$ cat config.mk
export PLATFORM = sky130hd
export DESIGN_NAME = led_blink_pattern_dimmer_unit
export DESIGN_NICKNAME = d
export VERILOG_FILES = /design/src/design/lbpd_pkg.sv /design/src/design/led_blink_pattern_dimmer_unit.sv
export SDC_FILE = /design/constraint.sdc
export NUM_CORES = 1
export LEC_CHECK = 0
export BUFFER_PORTS_ARGS = -buffer_cell sky130_fd_sc_hd__buf_2
export CAP_MARGIN = 20
export CORE_AREA = 2 2 104 206
export CTS_CLUSTER_SIZE = 25
export DETAILED_ROUTE_END_ITERATION = 10
export DIE_AREA = 0 0 106 208
export GPL_ROUTABILITY_DRIVEN = 0
export GPL_TIMING_DRIVEN = 1
export HOLD_SLACK_MARGIN = 0.1
export PLACE_DENSITY_LB_ADDON = 0.12
export SLEW_MARGIN = 30
export SYNTH_ARGS = -nofsm -noshare
export SYNTH_HDL_FRONTEND = slang
export SYNTH_SLANG_ARGS = --single-unit
$ cat constraint.sdc
create_clock -name clk -period 20.4 [get_ports clk]
set_clock_uncertainty 0.1 [all_clocks]
set_input_delay 1.02 -clock clk [delete_from_list [all_inputs] [get_ports clk]]
set_output_delay 1.02 -clock clk [all_outputs]
set_load 0.05 [all_outputs]
$ cat src/design/lbpd_pkg.sv
package lbpd_pkg;

	// number of LEDs that drive a mask bit (1..8); the mode registers stay eight
	localparam int LED_COUNT = 8;
	// ticks between two filter updates (1..7)
	localparam int SAMPLE_EVERY = 5;

	localparam int NUM_LEDS = 8;
	localparam int NUM_PATTERNS = 6;
	localparam int COMPOSITE_IDX = 5;
	localparam int SAMPLE_W = 12;
	localparam int DUTY_W = 8;
	localparam int MODE_W = 3;
	localparam int TIMER_W = 8;
	localparam int INDEX_W = 3;

	localparam logic [SAMPLE_W-1:0] FULL_SCALE = 12'd4095;
	localparam logic [DUTY_W-1:0] DUTY_RESET = 8'd20;
	localparam logic [DUTY_W-1:0] DUTY_SCALE = 8'd250;
	localparam logic [MODE_W-1:0] MODE_RESET = 3'd1;

	// pattern rows, also the mode codes
	localparam logic [2:0] PAT_ON = 3'd0;
	localparam logic [2:0] PAT_OFF = 3'd1;
	localparam logic [2:0] PAT_SLOW = 3'd2;
	localparam logic [2:0] PAT_MEDIUM = 3'd3;
	localparam logic [2:0] PAT_FAST = 3'd4;
	localparam logic [2:0] PAT_COMPOSITE = 3'd5;

	typedef enum logic [1:0] {
		PH_SLOW   = 2'd0,
		PH_MEDIUM = 2'd1,
		PH_FAST   = 2'd2
	} comp_phase_t;

	typedef struct packed {
		logic [TIMER_W-1:0] count;
		logic               lit;
		logic               wrapped;
	} timer_step_t;

	function automatic logic [TIMER_W-1:0] lit_len(input logic [2:0] row);
		case (row)
			PAT_ON:     lit_len = 8'd25;
			PAT_OFF:    lit_len = 8'd0;
			PAT_SLOW:   lit_len = 8'd25;
			PAT_MEDIUM: lit_len = 8'd12;
			PAT_FAST:   lit_len = 8'd8;
			default:    lit_len = 8'd6;
		endcase
	endfunction

	function automatic logic [TIMER_W-1:0] last_val(input logic [2:0] row);
		case (row)
			PAT_ON:     last_val = 8'd24;
			PAT_OFF:    last_val = 8'd255;
			PAT_SLOW:   last_val = 8'd49;
			PAT_MEDIUM: last_val = 8'd24;
			PAT_FAST:   last_val = 8'd15;
			default:    last_val = 8'd11;
		endcase
	endfunction

	// one tick of a pattern timer
	function automatic timer_step_t timer_step(input logic [TIMER_W-1:0] t,
			input logic [2:0] row);
		timer_step_t r;
		r.count = TIMER_W'(t + 8'd1);
		r.lit = 1'b0;
		r.wrapped = 1'b0;
		if (r.count < lit_len(row)) begin
			r.lit = 1'b1;
		end else if (r.count > last_val(row)) begin
			r.count = '0;
			r.lit = 1'b1;
			r.wrapped = 1'b1;
		end
		return r;
	endfunction

	// f*7/8 + s/8, both truncated
	function automatic logic [SAMPLE_W-1:0] lowpass(input logic [SAMPLE_W-1:0] f,
			input logic [SAMPLE_W-1:0] s);
		logic [SAMPLE_W+2:0] f7;
		f7 = (SAMPLE_W+3)'(f) * (SAMPLE_W+3)'(7);
		return SAMPLE_W'((f7 >> 3) + (SAMPLE_W+3)'(s >> 3));
	endfunction

	// 250*f/4095; divide by 2^12-1 as (x + x/4096 + 1)/4096, exact for x < 4095*4096
	function automatic logic [DUTY_W-1:0] scale_duty(input logic [SAMPLE_W-1:0] f);
		logic [19:0] prod;
		logic [20:0] acc;
		prod = 20'(f) * 20'(DUTY_SCALE);
		acc = 21'(prod) + 21'(prod >> 12) + 21'd1;
		return DUTY_W'(acc >> 12);
	endfunction

endpackage

$ cat src/design/led_blink_pattern_dimmer_unit.sv
// LED blink pattern and dimmer. Every input item is one tick carrying two 12-bit converter
// samples; every tick advances six pattern timers (on, off, slow 50-tick, medium 25-tick,
// fast 16-tick blink, and a composite of one slow, two medium and three fast blinks), and
// every fifth tick low-pass filters each sample and rescales it to a duty of 0..250. Each
// item gives one result: the lit mask from the per-LED mode registers and the two group
// duties. An item goes through an input register and then a result register, which offers
// its result; while that result is held, the next item waits in the input register. A
// new item is taken every cycle as long as the result side keeps up; the timer, filter and
// duty updates all sit in the single stage between those two registers. Mode registers are
// written through the cfg channel, which is always ready and should only be used while no
// item is in flight.
module led_blink_pattern_dimmer_unit (
	input  logic        clk,
	input  logic        arst_n,
	input  logic        s_axis_tvalid,
	output logic        s_axis_tready,
	input  logic [23:0] s_axis_tdata,   // [11:0] sample_low_group, [23:12] sample_high_group
	output logic        m_axis_tvalid,
	input  logic        m_axis_tready,
	output logic [23:0] m_axis_tdata,   // [7:0] lit_mask, [15:8] bright_low_group,
	                                    // [23:16] bright_high_group
	input  logic        cfg_valid,
	output logic        cfg_ready,
	input  logic [2:0]  cfg_index,
	input  logic [2:0]  cfg_data
);

	// mode registers
	logic [lbpd_pkg::MODE_W-1:0] mode_q [lbpd_pkg::NUM_LEDS];

	// tick state
	logic [lbpd_pkg::TIMER_W-1:0] timer_q [lbpd_pkg::NUM_PATTERNS];
	lbpd_pkg::comp_phase_t        phase_q;
	logic [1:0]                   repeats_q;
	logic [2:0]                   divider_q;
	logic [lbpd_pkg::SAMPLE_W-1:0] filt_low_q, filt_high_q;
	logic [lbpd_pkg::DUTY_W-1:0]   duty_low_q, duty_high_q;

	// input stage
	logic                          valid_s1;
	logic [lbpd_pkg::SAMPLE_W-1:0] sample_low_s1, sample_high_s1;

	// result stage
	logic                        valid_s2;
	logic [7:0]                  mask_s2;
	logic [lbpd_pkg::DUTY_W-1:0] bright_low_s2, bright_high_s2;

	logic advance;

	// next-state values
	logic [lbpd_pkg::TIMER_W-1:0]  timer_d [lbpd_pkg::NUM_PATTERNS];
	logic [lbpd_pkg::NUM_PATTERNS-1:0] lit;
	lbpd_pkg::comp_phase_t         phase_d;
	logic [1:0]                    repeats_d;
	logic [2:0]                    divider_d;
	logic                          do_sample;
	logic [lbpd_pkg::SAMPLE_W-1:0] filt_low_d, filt_high_d;
	logic [lbpd_pkg::DUTY_W-1:0]   duty_low_d, duty_high_d;
	logic [7:0]                    mask_d;

	assign advance       = valid_s1 && (!valid_s2 || m_axis_tready);
	assign s_axis_tready = !valid_s1 || advance;
	assign cfg_ready     = 1'b1;

	assign m_axis_tvalid = valid_s2;
	assign m_axis_tdata  = {bright_high_s2, bright_low_s2, mask_s2};

	// tick logic: timers, composite sequencer, filter, duty and mask
	always_comb begin
		lbpd_pkg::timer_step_t step;
		logic [2:0]            comp_row;
		logic [1:0]            rep_inc;

		for (int i = 0; i < lbpd_pkg::COMPOSITE_IDX; i++) begin
			step = lbpd_pkg::timer_step(timer_q[i], 3'(i));
			timer_d[i] = step.count;
			lit[i] = step.lit;
		end

		case (phase_q)
			lbpd_pkg::PH_SLOW:   comp_row = lbpd_pkg::PAT_SLOW;
			lbpd_pkg::PH_MEDIUM: comp_row = lbpd_pkg::PAT_MEDIUM;
			lbpd_pkg::PH_FAST:   comp_row = lbpd_pkg::PAT_FAST;
			default:             comp_row = lbpd_pkg::PAT_SLOW;
		endcase
		step = lbpd_pkg::timer_step(timer_q[lbpd_pkg::COMPOSITE_IDX], comp_row);
		timer_d[lbpd_pkg::COMPOSITE_IDX] = step.count;
		lit[lbpd_pkg::COMPOSITE_IDX] = step.lit;

		// one slow, two medium, three fast, then round again
		phase_d = phase_q;
		repeats_d = repeats_q;
		rep_inc = 2'(repeats_q + 2'd1);
		if (step.wrapped) begin
			case (phase_q)
				lbpd_pkg::PH_MEDIUM: begin
					repeats_d = rep_inc;
					if (rep_inc == 2'd2) begin
						phase_d = lbpd_pkg::PH_FAST;
						repeats_d = 2'd0;
					end
				end
				lbpd_pkg::PH_FAST: begin
					repeats_d = rep_inc;
					if (rep_inc == 2'd3) begin
						phase_d = lbpd_pkg::PH_SLOW;
						repeats_d = 2'd0;
					end
				end
				default: phase_d = lbpd_pkg::PH_MEDIUM;
			endcase
		end

		divider_d = 3'(divider_q + 3'd1);
		do_sample = (divider_d == 3'(lbpd_pkg::SAMPLE_EVERY));
		if (do_sample) begin
			divider_d = 3'd0;
		end
		filt_low_d  = lbpd_pkg::lowpass(filt_low_q, sample_low_s1);
		filt_high_d = lbpd_pkg::lowpass(filt_high_q, sample_high_s1);
		duty_low_d  = do_sample ? lbpd_pkg::scale_duty(filt_low_d) : duty_low_q;
		duty_high_d = do_sample ? lbpd_pkg::scale_duty(filt_high_d) : duty_high_q;

		// modes 6 and 7 keep their LED dark
		mask_d = '0;
		for (int i = 0; i < lbpd_pkg::LED_COUNT; i++) begin
			if (mode_q[i] < 3'(lbpd_pkg::NUM_PATTERNS)) begin
				mask_d[i] = lit[mode_q[i]];
			end
		end
	end

	always_ff @(posedge clk or negedge arst_n) begin
		if (!arst_n) begin
			for (int i = 0; i < lbpd_pkg::NUM_LEDS; i++) begin
				mode_q[i] <= lbpd_pkg::MODE_RESET;
			end
		end else if (cfg_valid && cfg_ready) begin
			mode_q[cfg_index] <= cfg_data;
		end
	end

	always_ff @(posedge clk or negedge arst_n) begin
		if (!arst_n) begin
			for (int i = 0; i < lbpd_pkg::NUM_PATTERNS; i++) begin
				timer_q[i] <= '0;
			end
			phase_q     <= lbpd_pkg::PH_SLOW;
			repeats_q   <= '0;
			divider_q   <= '0;
			filt_low_q  <= lbpd_pkg::FULL_SCALE;
			filt_high_q <= lbpd_pkg::FULL_SCALE;
			duty_low_q  <= lbpd_pkg::DUTY_RESET;
			duty_high_q <= lbpd_pkg::DUTY_RESET;
		end else if (advance) begin
			for (int i = 0; i < lbpd_pkg::NUM_PATTERNS; i++) begin
				timer_q[i] <= timer_d[i];
			end
			phase_q   <= phase_d;
			repeats_q <= repeats_d;
			divider_q <= divider_d;
			if (do_sample) begin
				filt_low_q  <= filt_low_d;
				filt_high_q <= filt_high_d;
			end
			duty_low_q  <= duty_low_d;
			duty_high_q <= duty_high_d;
		end
	end

	// handshake flags
	always_ff @(posedge clk or negedge arst_n) begin
		if (!arst_n) begin
			valid_s1 <= 1'b0;
			valid_s2 <= 1'b0;
		end else begin
			if (s_axis_tready) begin
				valid_s1 <= s_axis_tvalid;
			end
			if (advance) begin
				valid_s2 <= 1'b1;
			end else if (m_axis_tready) begin
				valid_s2 <= 1'b0;
			end
		end
	end

	// payload
	always_ff @(posedge clk) begin
		if (s_axis_tvalid && s_axis_tready) begin
			sample_low_s1  <= s_axis_tdata[11:0];
			sample_high_s1 <= s_axis_tdata[23:12];
		end
		if (advance) begin
			mask_s2        <= mask_d;
			bright_low_s2  <= duty_low_d;
			bright_high_s2 <= duty_high_d;
		end
	end

endmodule

* Word-level counts from Yosys, hierarchy flattened
Index checks and enable logic that the tools add are counted. W data, S select, Z words.
Storage, ports and cells: bits in registers 169, input port bits 35, output and inout bits 27, logic and storage cells 168
Cells by class: add/subtract/negate cells 14, $mul 4, order comparisons 30, equal/unequal tests 11, mux-type cells 58, bitwise operators 1, reductions and logical operators 15
Operator list (number):
- $mux W8 | 14
- $mux W10 | 6
- $add A8 B1 Y8 const B | 6
- $gt A8 B8 Y1 | 6
- $add A20 B1 Y20 const B | 2
- $add A20 B8 Y20 | 2
- $mul A12 B7 Y19 const B | 2
- $lt A3 B4 Y1 const B | 8
- $pmux W8 S4 | 1
- $mul A12 B3 Y15 const B | 2
- $add A12 B9 Y12 | 2
- $bmux W1 S3 | 8
- $bwmux W24 | 1
- $lt A3 B3 Y1 const B | 8
- $pmux W5 S4 | 1
- $mux W1 | 17
- $lt A8 B4 Y1 const B | 2
- $lt A8 B5 Y1 const B | 2
- $demux W3 S3 | 1
- $lt A8 B1 Y1 const B | 1
- $lt A8 B8 Y1 | 1
- $mux W2 | 4
- $pmux W2 S2 | 2
- $eq A2 B2 Y1 const B | 3
- other kinds (21) | 31

* Longest topological paths before layout
depth after elaboration 12, mapped depth 38, depth with buffers taken out 38

* Least setup slack after synthesis
OpenSTA, ideal clock, no wires.
kind register -> register, start register filt_low_q[2] (netlist name), end register bright_low_s2[5] (netlist name) (data pin), arrival 9.272 ns, setup slack 10.768 ns, cell stages (with the launch flop) 38, buffers on the path 1, cells stage by stage dfstp_2 fa_1 and2_1 fa_1 a21o_1 a21oi_2 o21bai_1 a2111oi_2 nor2_1 xor2_1 ha_1 xnor2_1 clkinv_1 ha_1 inv_1 fa_1 inv_1 fa_1 [... 2 more ...] inv_1 ha_1 buf_6 a211o_1 a211oi_4 nor2_1 a21bo_2 a311o_1 a21oi_1 xor2_1 ha_1 a21oi_1 or3_1 a211oi_1 a211oi_4 nor4b_2 xor2_1 mux2_2
Between the ends: word-level cells in the longest chain between the ends 6
RTL lines:
- from (decl) | RTL line led_blink_pattern_dimmer_unit.sv:36 | logic [lbpd_pkg::SAMPLE_W-1:0] filt_low_q, filt_high_q;
- from (signal assigned) | RTL line led_blink_pattern_dimmer_unit.sv:151 | filt_low_q <= lbpd_pkg::FULL_SCALE;
- from (signal assigned) | RTL line led_blink_pattern_dimmer_unit.sv:163 | filt_low_q <= filt_low_d;
- $mul A12 B3 Y15 | RTL line lbpd_pkg.sv:85 | f7 = (SAMPLE_W+3)'(f) * (SAMPLE_W+3)'(7);
- $add A12 B9 Y12 | RTL line lbpd_pkg.sv:86 | return SAMPLE_W'((f7 >> 3) + (SAMPLE_W+3)'(s >> 3));
- via filt_low_d (one bit) | RTL line led_blink_pattern_dimmer_unit.sv:57 | logic [lbpd_pkg::SAMPLE_W-1:0] filt_low_d, filt_high_d;
- $mul A12 B7 Y19 | RTL line lbpd_pkg.sv:93 | prod = 20'(f) * 20'(DUTY_SCALE);
- $add A20 B8 Y20 | RTL line lbpd_pkg.sv:94 | acc = 21'(prod) + 21'(prod >> 12) + 21'd1;
- $add A20 B1 Y20 | RTL line lbpd_pkg.sv:94
- $mux W8 | RTL line led_blink_pattern_dimmer_unit.sv:121 | duty_low_d = do_sample ? lbpd_pkg::scale_duty(filt_low_d) : duty_low_q;
- via duty_low_d (one bit) | RTL line led_blink_pattern_dimmer_unit.sv:58 | logic [lbpd_pkg::DUTY_W-1:0] duty_low_d, duty_high_d;
- to (signal assigned) | RTL line led_blink_pattern_dimmer_unit.sv:196 | bright_low_s2 <= duty_low_d;
- to (decl) | RTL line led_blink_pattern_dimmer_unit.sv:46 | logic [lbpd_pkg::DUTY_W-1:0] bright_low_s2, bright_high_s2;
The timed path passes the listed nets, and every way through them passes these cells. A chain may end at the register's enable or synchronous reset.

* Worst setup path after layout
start register filt_low_q[2] (netlist name), end register bright_low_s2[5] (netlist name) (data pin)
Between the ends: word-level cells in the longest chain between the ends 6
RTL lines (RTL line):
- $mul A12 B3 Y15 | lbpd_pkg.sv:85
- $add A12 B9 Y12 | lbpd_pkg.sv:86
- $mul A12 B7 Y19 | lbpd_pkg.sv:93
- $add A20 B8 Y20 | lbpd_pkg.sv:94
- $add A20 B1 Y20 | lbpd_pkg.sv:94
- $mux W8 | led_blink_pattern_dimmer_unit.sv:121
- via duty_low_d (one bit) | led_blink_pattern_dimmer_unit.sv:58
The timed path passes the listed nets, and every way through them passes these cells.

==> flow_summary.html <==
<table>
<tr><th>Metric</th><th>Value</th></tr>
<tr><th colspan="2">Status</th></tr>
<tr><td>Outcome</td><td>finished clean</td></tr>
<tr><th colspan="2">Global route</th></tr>
<tr><td>Met1 track demand over resource</td><td>26.46%</td></tr>
<tr><td>Met2 global-route usage</td><td>57.58%</td></tr>
<tr><td>Maximum number of pins on one net before global-route repair</td><td>64</td></tr>
<tr><td>Overall overflow remaining after global route</td><td>0</td></tr>
<tr><td>GRT Overall Usage</td><td>28.87%</td></tr>
<tr><td>Antenna violations before repair</td><td>0</td></tr>
<tr><td>Vias in the first global route</td><td>11090</td></tr>
<tr><td>Global-route met3 utilization</td><td>4.449%</td></tr>
<tr><td>Wire length of the first global-routing pass</td><td>50.51 mm</td></tr>
<tr><td>Top Usage Layer GRT</td><td>met2</td></tr>
<tr><th colspan="2">Final layout</th></tr>
<tr><td>NumNets Final</td><td>1736</td></tr>
<tr><td>Layout overhead on the synthesized area</td><td>8.194%</td></tr>
<tr><td>Most common cell after layout, fill and taps aside</td><td>ha_1</td></tr>
<tr><td>Antenna Cells</td><td>0</td></tr>
<tr><td>Fraction of layout instances using a drive strength above 1</td><td>15.41%</td></tr>
<tr><td>Footprint of the multi-input gates</td><td>9198 um^2</td></tr>
<tr><td>Number of fill cells in the layout</td><td>1499</td></tr>
<tr><td>Commonest non-fill, non-tap cells in the layout</td><td>165 x ha_1, 156 x inv_1, 108 x nand2_1</td></tr>
<tr><td>Footprint of the flip-flops and latches</td><td>3934 um^2</td></tr>
<tr><th colspan="2">Logic synthesis</th></tr>
<tr><td>Flop and latch count out of synthesis</td><td>147</td></tr>
<tr><td>Ys async rst share</td><td>71.43%</td></tr>
<tr><td>Post-synthesis sequential area ratio</td><td>28.40%</td></tr>
<tr><td>Combined area of all synthesized cells</td><td>13850 um^2</td></tr>
<tr><td>Post-synth EDFFs</td><td>42</td></tr>
<tr><td>Yosys warns</td><td>0</td></tr>
<tr><td>Top flip-flop cell by instance count after synthesis</td><td>dfrtp_1</td></tr>
<tr><td>Cell variety after synth</td><td>87</td></tr>
<tr><td>Gate Count Post-Synth</td><td>1391</td></tr>
<tr><td>Post-synthesis average cell area</td><td>9.957 um^2</td></tr>
<tr><th colspan="2">Setup path</th></tr>
<tr><td>Cell occurring most often along the worst timing path</td><td>ha_1</td></tr>
<tr><td>Reg2Reg Launch Point</td><td>filt_low_q[2]</td></tr>
<tr><td>CP Capture Type</td><td>flip-flop</td></tr>
<tr><td>Biggest fanout along the worst timing path</td><td>11</td></tr>
<tr><td>Cell at the slowest stage of the critical path</td><td>a2111oi_0</td></tr>
<tr><td>Worst reg2reg setup slack</td><td>9.53 ns</td></tr>
<tr><td>Critical path's largest stage delay</td><td>0.74 ns</td></tr>
<tr><td>Class of the most critical setup path</td><td>reg -&gt; reg</td></tr>
<tr><td>Length in cells of the worst reg-to-reg path</td><td>35</td></tr>
<tr><td>Worst Setup Start Kind</td><td>flip-flop</td></tr>
<tr><td>Endpoint arrival time on the critical path</td><td>10.97 ns</td></tr>
<tr><td>Worst EP required</td><td>20.50 ns</td></tr>
<tr><td>End of the worst register-to-register path</td><td>bright_low_s2[5]</td></tr>
<tr><th colspan="2">Placement</th></tr>
<tr><td>Count of port buffers added during placement</td><td>54</td></tr>
<tr><td>Detailed placer's ending HPWL</td><td>23.60 mm</td></tr>
<tr><th colspan="2">STA</th></tr>
<tr><td>Final min period</td><td>10.87 ns</td></tr>
<tr><td>Setup-violating endpoint count in the final report</td><td>0</td></tr>
<tr><td>Setup repair after global routing missed its margin</td><td>false</td></tr>
<tr><td>Sum of negative setup slack</td><td>0 ns</td></tr>
<tr><td>Final period utilization</td><td>53.29%</td></tr>
<tr><td>Maximum clock frequency</td><td>91.99 MHz</td></tr>
<tr><td>Hold Fails Final Rpt</td><td>0</td></tr>
<tr><td>Transition time of the tightest slew-check pin</td><td>0.9613 ns</td></tr>
<tr><td>Number of pins exceeding their max-slew limit in the final report</td><td>0</td></tr>
<tr><td>Relative slew slack</td><td>35.45%</td></tr>
<tr><th colspan="2">Detailed routing</th></tr>
<tr><td>Routed vias/inst</td><td>6.006</td></tr>
<tr><td>Routed via count</td><td>10370</td></tr>
<tr><td>DRC Markers</td><td>0</td></tr>
<tr><td>Total detailed-routing wirelength</td><td>29.71 mm</td></tr>
<tr><td>First drt pass iteration count</td><td>5</td></tr>
<tr><td>Wire length per cell</td><td>17.21 um</td></tr>
<tr><td>Final ANT Viol Nets</td><td>0</td></tr>
<tr><td>DRT iter0 DRCs</td><td>503</td></tr>
<tr><th colspan="2">Floorplanning</th></tr>
<tr><td>Std-Cell Core Area</td><td>20460 um^2</td></tr>
<tr><td>Die area</td><td>22050 um^2</td></tr>
<tr><td>Ports</td><td>62</td></tr>
<tr><td>Initial core utilization</td><td>67.68%</td></tr>
<tr><td>Floorplan die height</td><td>208 um</td></tr>
<tr><td>Die Width</td><td>106 um</td></tr>
<tr><td>Row count</td><td>74</td></tr>
<tr><th colspan="2">CTS</th></tr>
<tr><td>Clk buf depth</td><td>2</td></tr>
<tr><td>Total number of H-tree levels</td><td>4</td></tr>
<tr><td>Clock Pin Slew Worst Setup and Hold Paths</td><td>0.07 ns</td></tr>
<tr><td>Total of cells resized after clock tree synthesis</td><td>0</td></tr>
<tr><td>Setup Buffers After CTS</td><td>0</td></tr>
<tr><td>Number of buffers created by CTS</td><td>17</td></tr>
<tr><td>Root buf cell</td><td>clkbuf_16</td></tr>
<tr><td>Clock insertion delay at the later pin of the skew report</td><td>0.45 ns</td></tr>
<tr><td>Hold Buf Count CTS</td><td>0</td></tr>
<tr><td>CTS tree</td><td>done</td></tr>
<tr><td>Clock sinks</td><td>147</td></tr>
<tr><th colspan="2">Worst hold path</th></tr>
<tr><td>Worst Hold Depth</td><td>2</td></tr>
<tr><td>End of the worst hold path</td><td>duty_low_q[0]</td></tr>
<tr><td>Hold path startpoint</td><td>duty_low_q[0]</td></tr>
<tr><td>Type of the most critical hold path</td><td>reg -&gt; reg</td></tr>
<tr><th colspan="2">Run</th></tr>
<tr><td>Max-Cap Viols</td><td>0</td></tr>
</table>
routing by layer:
layer	share of wire (%)	wire length, um	vias up
li1	-	-	4994
met1	34	9996	5063
met2	58	17370	210
met3	2.7	799	99
met4	5.2	1542	0
met5	0	0	-
sequential cells by signal (all words and copies together) (netlist names), 3 cells and up:
register        flops
mask_s2             8
filt_low_q         12
duty_low_q          8
sample_high_s1      9
bright_high_s2      8
mode_q             24
sample_low_s1       9
timer_q            32
filt_high_q        12
bright_low_s2       8
divider_q           3
duty_high_q         8
stage by stage:
stage                     std cells  area, um^2  hold slack [ns]  setup slack [ns]  util, %
final                          1726       14980           0.3787             9.529    73.23
after global routing           1726       14980           0.4024             9.000    73.23
after CTS                      1726       14980           0.3829             9.514    73.23
after detailed placement       1694       14410           0.3674             9.528    70.40
after global placement         1694       14400           0.3539             9.611    70.39
after floorplan                1393       13860           0.3418             10.77        -
final cells by class:
cell class	count	share of cell area, %
clock buffers	18	3.006
clock inverters	14	0.8601
inverters	158	3.958
multi-input cells	1059	61.38
flip-flops and latches	147	26.25
well taps	266	2.221
repair buffers	64	2.321
synth_stat cells, types with 23 or more instances:
library cell | n | area share, %
a21o_1 | 28 | 1.5
fa_1 | 89 | 13
clkbuf_1 | 23 | 0.62
o21ai_0 | 68 | 2.5
xnor2_1 | 60 | 3.8
dfstp_2 | 36 | 6.8
edfxtp_1 | 42 | 9.1
a31oi_1 | 28 | 1.3
nand3_1 | 35 | 1.3
nor2_1 | 67 | 1.8
xor2_1 | 35 | 2.2
nand2_1 | 108 | 2.9
mux2_2 | 51 | 4.1
inv_1 | 156 | 4.2
a21oi_1 | 62 | 2.2
dfrtp_1 | 69 | 12
ha_1 | 165 | 15
worst max path at each step:
stage	from	end	slack [ns]	depth (start not counted)
floorplan	filt_low_q[2]	bright_low_s2[5]	10.77	37
finish	filt_low_q[2]	bright_low_s2[5]	9.53	35
global route	filt_low_q[3]	bright_low_s2[6]	9.00	35
global placement	filt_low_q[2]	bright_low_s2[7]	9.61	31
CTS	filt_low_q[2]	bright_low_s2[6]	9.51	35
detailed placement	filt_low_q[2]	bright_low_s2[6]	9.53	35
kinds of logic (layout without fill, tap and decap cells):
group,Yosys count,count (layout),synth area share (%)
AND/OR/NAND/NOR,336,336,12.26
AO/OA/AOI/OAI,312,312,15.35
adder cells (fa/ha/maj),256,256,27.92
buffers and inverters,187,254,5.267
flip-flops,147,147,28.40
XOR/XNOR,98,98,6.405
multiplexers,54,54,4.364
other,1,3,0.02708
critical path, delay by kind of cell (launching register included):
kind	cells	cell delay, ns
fa+ha+maj	9	3.63
simple gates	6	1.15
buf+inv	3	0.35
mux	1	0.28
xor+xnor	4	1.19
compound gates	12	3.32
flops	1	0.60
Power is not shown: default switching activity piles up to over one toggle a cycle in this logic, so the estimate is an artifact.
